File: config.mk
export PLATFORM = sky130hd
export DESIGN_NAME = refresh_rate_to_rational_unit
export DESIGN_NICKNAME = d
export VERILOG_FILES = /design/src/rtl/core/rrtr_pkg.sv /design/src/rtl/core/rrtr_ctrl.sv /design/src/rtl/core/rrtr_dp.sv /design/src/rtl/core/refresh_rate_to_rational_unit.sv
export SDC_FILE = /design/constraint.sdc
export NUM_CORES = 2
export LEC_CHECK = 0
export BUFFER_PORTS_ARGS = -buffer_cell sky130_fd_sc_hd__buf_4
export CAP_MARGIN = 20
export CORE_UTILIZATION = 30
export DETAILED_ROUTE_END_ITERATION = 10
export PLACE_DENSITY_LB_ADDON = 0.12
export REMOVE_ABC_BUFFERS = 1
export SLEW_MARGIN = 20
export SYNTH_ARGS = -nofsm -noshare
export SYNTH_HDL_FRONTEND = slang
export SYNTH_SLANG_ARGS = --single-unit
File: constraint.sdc
create_clock -name i_clk -period 13.8 [get_ports i_clk]
set_input_delay 0.69 -clock i_clk [delete_from_list [all_inputs] [get_ports i_clk]]
set_output_delay 0.69 -clock i_clk [all_outputs]
set_load 0.05 [all_outputs]
File: src/rtl/core/rrtr_pkg.sv
package rrtr_pkg;

    localparam int FRAC_BITS_DEF = 40;
    localparam int MAX_TERMS_DEF = 32;

    localparam int RATE_W  = 48;
    localparam int VAL_W   = 31;
    localparam int CFG_IW  = 2;
    localparam int DIV_W   = 49;           // holds 2^FRAC_BITS at the widest setting
    localparam int BAND_W  = 56;           // 130 << 48 fits
    localparam int MUL_W   = 32;
    localparam int PROD_W  = 2 * MUL_W;
    localparam int ACC_W   = 80;
    localparam int ERR_SHIFT = 30;

    localparam logic [PROD_W:0] NUM_LIMIT = (PROD_W+1)'(64'd2000000000);
    localparam logic [PROD_W:0] DEN_LIMIT = (PROD_W+1)'(64'd100000000);

    localparam logic [VAL_W-1:0] FB_NUM_PAL  = VAL_W'(50);
    localparam logic [VAL_W-1:0] FB_NUM_NTSC = VAL_W'(60);
    localparam logic [VAL_W-1:0] FB_DEN      = VAL_W'(1);

    localparam logic [CFG_IW-1:0] CFG_DECL_NUM   = 2'd0;
    localparam logic [CFG_IW-1:0] CFG_DECL_DEN   = 2'd1;
    localparam logic [CFG_IW-1:0] CFG_REGION_PAL = 2'd2;

    typedef enum logic [1:0] {
        MS_H   = 2'd0,
        MS_K   = 2'd1,
        MS_RLO = 2'd2,
        MS_RHI = 2'd3
    } t_msel;

    typedef struct packed {
        logic  load;
        logic  div_step;
        t_msel msel;
        logic  num_ld;
        logic  den_ld;
        logic  acc_lo;
        logic  acc_hi;
        logic  update;
        logic  emit;
        logic  emit_fb;
    } t_dp_cmd;

    typedef struct packed {
        logic in_band;
        logic div_last;
        logic w_big;
        logic over;
        logic close;
        logic rem_zero;
        logic term_last;
    } t_dp_stat;

endpackage

File: src/rtl/core/rrtr_ctrl.sv
module rrtr_ctrl
    import rrtr_pkg::*;
(
    input  logic     i_clk,
    input  logic     i_rst_n,
    input  logic     start,
    output logic     busy,
    input  t_dp_stat i_stat,
    output t_dp_cmd  o_cmd
);

    typedef enum logic [11:0] {
        S_IDLE = 12'b000000000001,
        S_BAND = 12'b000000000010,
        S_DIV  = 12'b000000000100,
        S_MULH = 12'b000000001000,
        S_MULK = 12'b000000010000,
        S_DEN  = 12'b000000100000,
        S_RLO  = 12'b000001000000,
        S_RHI  = 12'b000010000000,
        S_ACC  = 12'b000100000000,
        S_CMP  = 12'b001000000000,
        S_DONE = 12'b010000000000,
        S_SPR  = 12'b100000000000
    } t_state;

    t_state r_state, n_state;

    always_ff @(posedge i_clk) begin
        if (!i_rst_n) begin
            r_state <= S_IDLE;
        end else begin
            r_state <= n_state;
        end
    end

    assign busy = (r_state != S_IDLE);

    always_comb begin
        n_state = r_state;
        o_cmd   = '0;
        o_cmd.msel = MS_RLO;
        case (r_state)
            S_IDLE: begin
                if (start) begin
                    o_cmd.load = 1'b1;
                    n_state = S_BAND;
                end
            end
            S_BAND: begin
                if (i_stat.in_band) begin
                    n_state = S_DIV;
                end else begin
                    o_cmd.emit_fb = 1'b1;
                    n_state = S_IDLE;
                end
            end
            S_DIV: begin
                o_cmd.div_step = 1'b1;
                if (i_stat.div_last) n_state = S_MULH;
            end
            S_MULH: begin
                o_cmd.msel = MS_H;
                n_state = i_stat.w_big ? S_DONE : S_MULK;
            end
            S_MULK: begin
                o_cmd.msel   = MS_K;
                o_cmd.num_ld = 1'b1;
                n_state = S_DEN;
            end
            S_DEN: begin
                o_cmd.den_ld = 1'b1;
                n_state = S_RLO;
            end
            S_RLO: begin
                o_cmd.msel = MS_RLO;
                n_state = i_stat.over ? S_DONE : S_RHI;
            end
            S_RHI: begin
                o_cmd.msel   = MS_RHI;
                o_cmd.acc_lo = 1'b1;
                n_state = S_ACC;
            end
            S_ACC: begin
                o_cmd.acc_hi = 1'b1;
                n_state = S_CMP;
            end
            S_CMP: begin
                // take the convergent, then stop or start the next term
                o_cmd.update = 1'b1;
                if (i_stat.close || i_stat.rem_zero || i_stat.term_last) begin
                    n_state = S_DONE;
                end else begin
                    n_state = S_DIV;
                end
            end
            S_DONE: begin
                o_cmd.emit = 1'b1;
                n_state = S_IDLE;
            end
            default: begin
                n_state = S_IDLE;
            end
        endcase
    end

endmodule

File: src/rtl/core/rrtr_dp.sv
module rrtr_dp
    import rrtr_pkg::*;
#(
    parameter int FRAC_BITS = FRAC_BITS_DEF,
    parameter int MAX_TERMS = MAX_TERMS_DEF
) (
    input  logic              i_clk,
    input  logic              i_rst_n,
    input  logic              i_cfg_we,
    input  logic [CFG_IW-1:0] i_cfg_idx,
    input  logic [VAL_W-1:0]  i_cfg_data,
    input  logic [RATE_W-1:0] i_rate_q40,
    input  t_dp_cmd           i_cmd,
    output t_dp_stat          o_stat,
    output logic              o_done,
    output logic [VAL_W-1:0]  o_ratio_num,
    output logic [VAL_W-1:0]  o_ratio_den,
    output logic              o_used_fallback
);

    localparam int CNT_W  = $clog2(DIV_W);
    localparam int TERM_W = $clog2(MAX_TERMS + 1);
    localparam logic [DIV_W-1:0]  ONE     = DIV_W'(1) << FRAC_BITS;
    localparam logic [BAND_W-1:0] BAND_LO = BAND_W'(20) << FRAC_BITS;
    localparam logic [BAND_W-1:0] BAND_HI = BAND_W'(130) << FRAC_BITS;

    logic [VAL_W-1:0]  r_decl_num, r_decl_den;
    logic              r_pal;
    logic [RATE_W-1:0] r_rate;
    logic [DIV_W-1:0]  r_b, r_dq, r_dr;
    logic [CNT_W-1:0]  r_cnt;
    logic [TERM_W-1:0] r_i;
    logic [VAL_W-1:0]  r_h0, r_h1, r_k0, r_k1, r_num, r_den;
    logic              r_over;
    logic [PROD_W-1:0] r_prod;
    logic [ACC_W-1:0]  r_acc;
    logic              r_done;
    logic [VAL_W-1:0]  r_out_num, r_out_den;
    logic              r_out_fb;

    logic [DIV_W:0]    div_tmp;
    logic              div_ge;
    logic [MUL_W-1:0]  op_a, op_b;
    logic [PROD_W:0]   num_wide, den_wide;
    logic [ACC_W-1:0]  rem_sh;

    always_ff @(posedge i_clk) begin
        if (!i_rst_n) begin
            r_decl_num <= '0;
            r_decl_den <= '0;
            r_pal      <= 1'b0;
        end else if (i_cfg_we) begin
            case (i_cfg_idx)
                CFG_DECL_NUM:   r_decl_num <= i_cfg_data;
                CFG_DECL_DEN:   r_decl_den <= i_cfg_data;
                CFG_REGION_PAL: r_pal      <= i_cfg_data[0];
                default: ;
            endcase
        end
    end

    // restoring divider, one quotient bit per cycle
    assign div_tmp = {r_dr, r_dq[DIV_W-1]};
    assign div_ge  = (div_tmp >= {1'b0, r_b});

    always_comb begin
        case (i_cmd.msel)
            MS_H:    begin op_a = r_dq[MUL_W-1:0]; op_b = MUL_W'(r_h1); end
            MS_K:    begin op_a = r_dq[MUL_W-1:0]; op_b = MUL_W'(r_k1); end
            MS_RLO:  begin op_a = r_rate[MUL_W-1:0]; op_b = MUL_W'(r_den); end
            MS_RHI:  begin op_a = MUL_W'(r_rate[RATE_W-1:MUL_W]); op_b = MUL_W'(r_den); end
            default: begin op_a = '0; op_b = '0; end
        endcase
    end

    assign num_wide = {1'b0, r_prod} + (PROD_W+1)'(r_h0);
    assign den_wide = {1'b0, r_prod} + (PROD_W+1)'(r_k0);
    assign rem_sh   = ACC_W'({r_dr, ERR_SHIFT'(0)});

    always_ff @(posedge i_clk) begin
        r_prod <= op_a * op_b;
        if (i_cmd.load) begin
            r_rate <= i_rate_q40;
            r_b    <= ONE;
            r_dq   <= DIV_W'(i_rate_q40);
            r_dr   <= '0;
            r_cnt  <= '0;
            r_h1   <= VAL_W'(1);
            r_h0   <= '0;
            r_k1   <= '0;
            r_k0   <= VAL_W'(1);
        end
        if (i_cmd.div_step) begin
            r_dr  <= div_ge ? DIV_W'(div_tmp - {1'b0, r_b}) : div_tmp[DIV_W-1:0];
            r_dq  <= {r_dq[DIV_W-2:0], div_ge};
            r_cnt <= r_cnt + CNT_W'(1);
        end
        if (i_cmd.num_ld) begin
            r_num  <= num_wide[VAL_W-1:0];
            r_over <= (num_wide > NUM_LIMIT);
        end
        if (i_cmd.den_ld) begin
            r_den  <= den_wide[VAL_W-1:0];
            r_over <= r_over | (den_wide > DEN_LIMIT);
        end
        if (i_cmd.acc_lo) r_acc <= ACC_W'(r_prod);
        if (i_cmd.acc_hi) r_acc <= r_acc + {r_prod[ACC_W-MUL_W-1:0], MUL_W'(0)};
        if (i_cmd.update) begin
            r_h0  <= r_h1;
            r_k0  <= r_k1;
            r_h1  <= r_num;
            r_k1  <= r_den;
            r_b   <= r_dr;
            r_dq  <= r_b;
            r_dr  <= '0;
            r_cnt <= '0;
        end
        if (i_cmd.emit) begin
            r_out_num <= r_h1;
            r_out_den <= r_k1;
            r_out_fb  <= 1'b0;
        end
        if (i_cmd.emit_fb) begin
            if (r_decl_num != '0 && r_decl_den != '0) begin
                r_out_num <= r_decl_num;
                r_out_den <= r_decl_den;
            end else begin
                r_out_num <= r_pal ? FB_NUM_PAL : FB_NUM_NTSC;
                r_out_den <= FB_DEN;
            end
            r_out_fb <= 1'b1;
        end
    end

    always_ff @(posedge i_clk) begin
        if (!i_rst_n) begin
            r_done <= 1'b0;
            r_i    <= '0;
        end else begin
            r_done <= i_cmd.emit | i_cmd.emit_fb;
            if (i_cmd.load) begin
                r_i <= '0;
            end else if (i_cmd.update) begin
                r_i <= r_i + TERM_W'(1);
            end
        end
    end

    assign o_stat.in_band   = (BAND_W'(r_rate) > BAND_LO) && (BAND_W'(r_rate) < BAND_HI);
    assign o_stat.div_last  = (r_cnt == CNT_W'(DIV_W - 1));
    assign o_stat.w_big     = |r_dq[DIV_W-1:MUL_W];
    assign o_stat.over      = r_over;
    assign o_stat.close     = (rem_sh < r_acc);
    assign o_stat.rem_zero  = (r_dr == '0);
    assign o_stat.term_last = (r_i == TERM_W'(MAX_TERMS - 1));

    assign o_done          = r_done;
    assign o_ratio_num     = r_out_num;
    assign o_ratio_den     = r_out_den;
    assign o_used_fallback = r_out_fb;

endmodule

File: src/rtl/core/refresh_rate_to_rational_unit.sv
// Refresh rate to rational converter.
// Command channel: pulse start with i_rate_q40 (unsigned, FRAC_BITS fraction
// bits) while busy is low; the rate is captured in that cycle and busy rises.
// Result: o_ratio_num / o_ratio_den / o_used_fallback valid for exactly one
// cycle with o_done high; the receiver cannot stall, so it must take the
// transfer then. busy falls in the same cycle o_done rises.
// Out-of-band rates give the declared or 50/60 fallback. In-band rates run a
// continued-fraction expansion; each term uses the bit-serial divider plus
// one shared 32x32 multiplier used four times and a compare. Up to MAX_TERMS
// terms are computed.
// One item at a time; the next start is taken once busy is low.
// Configuration: i_cfg_we, i_cfg_idx, i_cfg_data, written in any cycle while
// the unit is idle; index 3 is ignored.
// Reset (synchronous, active low) clears the configuration to zero and
// returns the unit to idle with no result pending.
module refresh_rate_to_rational_unit
    import rrtr_pkg::*;
#(
    parameter int FRAC_BITS = FRAC_BITS_DEF,
    parameter int MAX_TERMS = MAX_TERMS_DEF
) (
    input  logic              i_clk,
    input  logic              i_rst_n,
    input  logic              start,
    output logic              busy,
    input  logic [RATE_W-1:0] i_rate_q40,
    input  logic              i_cfg_we,
    input  logic [CFG_IW-1:0] i_cfg_idx,
    input  logic [VAL_W-1:0]  i_cfg_data,
    output logic              o_done,
    output logic [VAL_W-1:0]  o_ratio_num,
    output logic [VAL_W-1:0]  o_ratio_den,
    output logic              o_used_fallback
);

    t_dp_cmd  cmd;
    t_dp_stat stat;

    rrtr_ctrl u_ctrl (
        .i_clk   (i_clk),
        .i_rst_n (i_rst_n),
        .start   (start),
        .busy    (busy),
        .i_stat  (stat),
        .o_cmd   (cmd)
    );

    rrtr_dp #(
        .FRAC_BITS (FRAC_BITS),
        .MAX_TERMS (MAX_TERMS)
    ) u_dp (
        .i_clk           (i_clk),
        .i_rst_n         (i_rst_n),
        .i_cfg_we        (i_cfg_we),
        .i_cfg_idx       (i_cfg_idx),
        .i_cfg_data      (i_cfg_data),
        .i_rate_q40      (i_rate_q40),
        .i_cmd           (cmd),
        .o_stat          (stat),
        .o_done          (o_done),
        .o_ratio_num     (o_ratio_num),
        .o_ratio_den     (o_ratio_den),
        .o_used_fallback (o_used_fallback)
    );

    a_done_pulse: assert property (@(posedge i_clk) disable iff (!i_rst_n)
        o_done |=> !o_done)
        else $error("result strobe held for more than one cycle");

    a_start_busy: assert property (@(posedge i_clk) disable iff (!i_rst_n)
        (start && !busy) |=> busy)
        else $error("accepted command did not raise busy");

    a_den_bound: assert property (@(posedge i_clk) disable iff (!i_rst_n)
        (o_done && !o_used_fallback) |->
            (o_ratio_den != '0 && o_ratio_den <= VAL_W'(100000000)))
        else $error("convergent denominator out of range");

    a_num_bound: assert property (@(posedge i_clk) disable iff (!i_rst_n)
        (o_done && !o_used_fallback) |-> (o_ratio_num <= VAL_W'(2000000000)))
        else $error("convergent numerator out of range");

endmodule

==> impl_results.md <==
* Critical Path Slowest Stage Cell: fa_1
* Hpwl dp at 221,000 µm
* CP Data Required Time at 14.41 ns
* H-Tree Depth at 3
* Hold Buf Count CTS at 0
* Fin Setup TNS at 0 ns
* CTS tree: done
* Worst hold start: i_rate_q40[12]
* Port bufs at 149
* Post-synth EDFFs at 475
* Initial antenna violation count at 16
* Std-Cell Rows at 175
* Reg-to-reg slack, setup at 1.80 ns
* Asr flop ratio synth at 0%
* Final Cell Area at 76,700 µm²
* #FFs+latches synth at 676
* Routed via count at 55,000
* # DRC at 0
* Nets at 9,059
* Post-synth top area share at 25.2%
* Antenna Nets Post-Route at 0
* Total CTS buffers at 79
* Core area at 228,000 µm²
* Max Fclk at 83.3 MHz
* Most common cell in the netlist: inv_1
* Layout cells sized above 1 at 6.84%
* Most frequent cells after synthesis: 1,123 x inv_1, 1,056 x nand2_1, 871 x fa_1
* R2R depth at 31
* CTS Sinks at 676
* Mean post-synth cell area at 9.14 µm²
* Slew @ Worst Pin at 1.19 ns
* Max Cap Violations at 0
* Starting density of the core at 30.3%
* CTS Buffer Depth at 3
* Vias in the first global route at 56,200
* Crit. End Element: flop
* Worst hold path depth at 1
* Hold path endpoint: u_dp.r_rate[12]
* Worst Hold Class: input port to flop
* Die Y at 482 µm
* Slew Limit Headroom at 20.7%
* Kind of critical path: flop to flop
* Final Max Slew Viols at 0
* First-pass GRT wire length at 406,000 µm
* Syn. warnings at 0
* Worst setup SP type: flop
* Wirelength per Cell at 26.2 µm
* DP Area at 74,100 µm²
* Final WL at 279,000 µm
* Worst r2r src: u_ctrl.r_state[10]
* Worst Skew at 0.0339 ns
* Ys flop type: edfxtp_1
* Gr usage total at 24.2%
* Drt pass-1 iters at 6
* Leading area contributor after synthesis: fa_1
* Register area share after synthesis at 26.4%
* Gate Count Post-Synth at 7,569
* Die area at 233,000 µm²
* Distinct cells, synth at 103
* IO Pins at 150
* Cell area after synthesis at 69,200 µm²
* Area contributors post-synth: fa_1 25%, edfxtp_1 21%, ha_1 9.0%
* Post-layout min period at 12.00 ns
* Max incr delay on CP at 0.69 ns
* GPL Wtd Cong at 0.937
* Vias per inst at 5.15
* Final period utilization at 86.9%
* CTS clk-pin slew, worst paths at 0.06 ns
* Initial drt markers at 4,196
* RSZ-0062 raised after global routing: no
* Final setup viols at 0
* Post-CTS setup buffer count at 0
* Remaining global-route overflow at 0
* Status: finished clean
* Reg-to-reg endpoint: u_dp.r_prod[51]
* Final Hold Viols at 0
* Largest net degree at the start of global routing at 126
* Root Buffer: clkbuf_16
* Die width at 482 µm
* Worst skew pair latency at 0.69 ns
* Cell mode on critical path: fa_1
* Crit-path max FO at 46
* Cts repair resizes at 0
* Area Growth Syn to Fin at 10.8%
* CP arrival at 12.61 ns
## cell type report
type	count	area (µm²)
fill	23700	152000
multi-input combinational	5417	45500
sequential	676	18300
inverter	1124	4220
tap	3009	3760
timing repair buffer	305	2300
clock buffer	112	2170
clock inverter	36	374
antenna	3	7.51
## cell usage in the layout, fill, tap and decap left out, types with 37 or more instances in the layout
| master | Yosys | routed |
|---|---|---|
| buf_4 | 2 | 304 |
| nand2_1 | 1056 | 1049 |
| inv_1 | 1123 | 1121 |
| ha_1 | 500 | 500 |
| fa_1 | 871 | 871 |
| a21oi_1 | 353 | 345 |
| nand3_1 | 93 | 92 |
| nand4_1 | 63 | 63 |
| o21a_1 | 38 | 38 |
| o21ai_0 | 323 | 316 |
| nor2_1 | 746 | 743 |
| nor3_1 | 64 | 64 |
| edfxtp_1 | 475 | 475 |
| and3_1 | 50 | 50 |
| mux2i_1 | 64 | 64 |
| a21o_1 | 157 | 157 |
| dfxtp_1 | 201 | 201 |
| and2_1 | 238 | 234 |
| clkbuf_16 | 0 | 79 |
| xnor2_1 | 131 | 131 |
| nor4_1 | 65 | 64 |
| a31oi_1 | 37 | 37 |
| xor2_1 | 75 | 75 |
## through the flow
step	hold slack (ns)	std cells	worst slack (ns)	util [%]
3_5_place_dp	0.453	10500	1.89	32.5
2_1_floorplan	0.420	7217	-1.23	-
5_1_grt	0.179	10700	1.32	33.6
6_report	0.202	10700	1.80	33.6
4_1_cts	0.156	10700	1.80	33.6
3_3_place_gp	0.456	10500	1.77	32.5
## sequential cells by signal, summed over array words and instances (netlist names), 48 cells and up
register     flops
u_dp.r_rate     48
u_dp.r_dr       49
u_dp.r_prod     64
u_dp.r_acc      80
u_dp.r_dq       49
u_dp.r_b        49
## routing by layer
| layer | up-vias | share of wire [%] | global-route usage (%) |
|---|---|---|---|
| met4 | 0 | 3.8 | 8.31 |
| met5 | - | 0 | 0 |
| met2 | 1652 | 46 | 39.0 |
| li1 | 24800 | - | - |
| met1 | 28200 | 45 | 33.4 |
| met3 | 315 | 5.5 | 2.75 |
## critical path, delay by kind of cell (launching register included)
family                     cells  cell delay [ns]
buffers and inverters          5             1.17
xor gates and xnor gates       1             0.13
and+or+nand+nor                6             2.34
DFF                            1             0.39
AOI/OAI and AO/OA             10             3.08
adders and majority gates      9             4.71
## cells by family (layout without fill, tap and decap cells)
group                      count (synthesis)  count (layout)  share of synthesized area [%]
and+or+nand+nor                         2547            2547                           16.5
buffers and inverters                   1476            1577                           8.08
adders and majority gates               1371            1371                           34.2
AOI/OAI and AO/OA                       1220            1220                           11.1
DFF                                      676             676                           26.4
xor gates and xnor gates                 206             206                           2.61
muxes                                     73              73                           1.07
other                                      0               3                              0
## worst max-delay path by stage
stage                  startpoint                end  slack, ns
2_1_floorplan  u_ctrl.r_state[10]  u_ctrl.r_state[0]      -1.23
3_3_place_gp   u_ctrl.r_state[10]    u_dp.r_prod[57]       1.77
3_5_place_dp   u_ctrl.r_state[10]    u_dp.r_prod[51]       1.89
4_1_cts        u_ctrl.r_state[10]    u_dp.r_prod[51]       1.80
5_1_grt        u_ctrl.r_state[10]    u_dp.r_prod[62]       1.32
6_report       u_ctrl.r_state[10]    u_dp.r_prod[51]       1.80
Power is left out: the tool's default activity adds up to more than one toggle a clock period on the data nets, which glitch-free logic cannot reach.
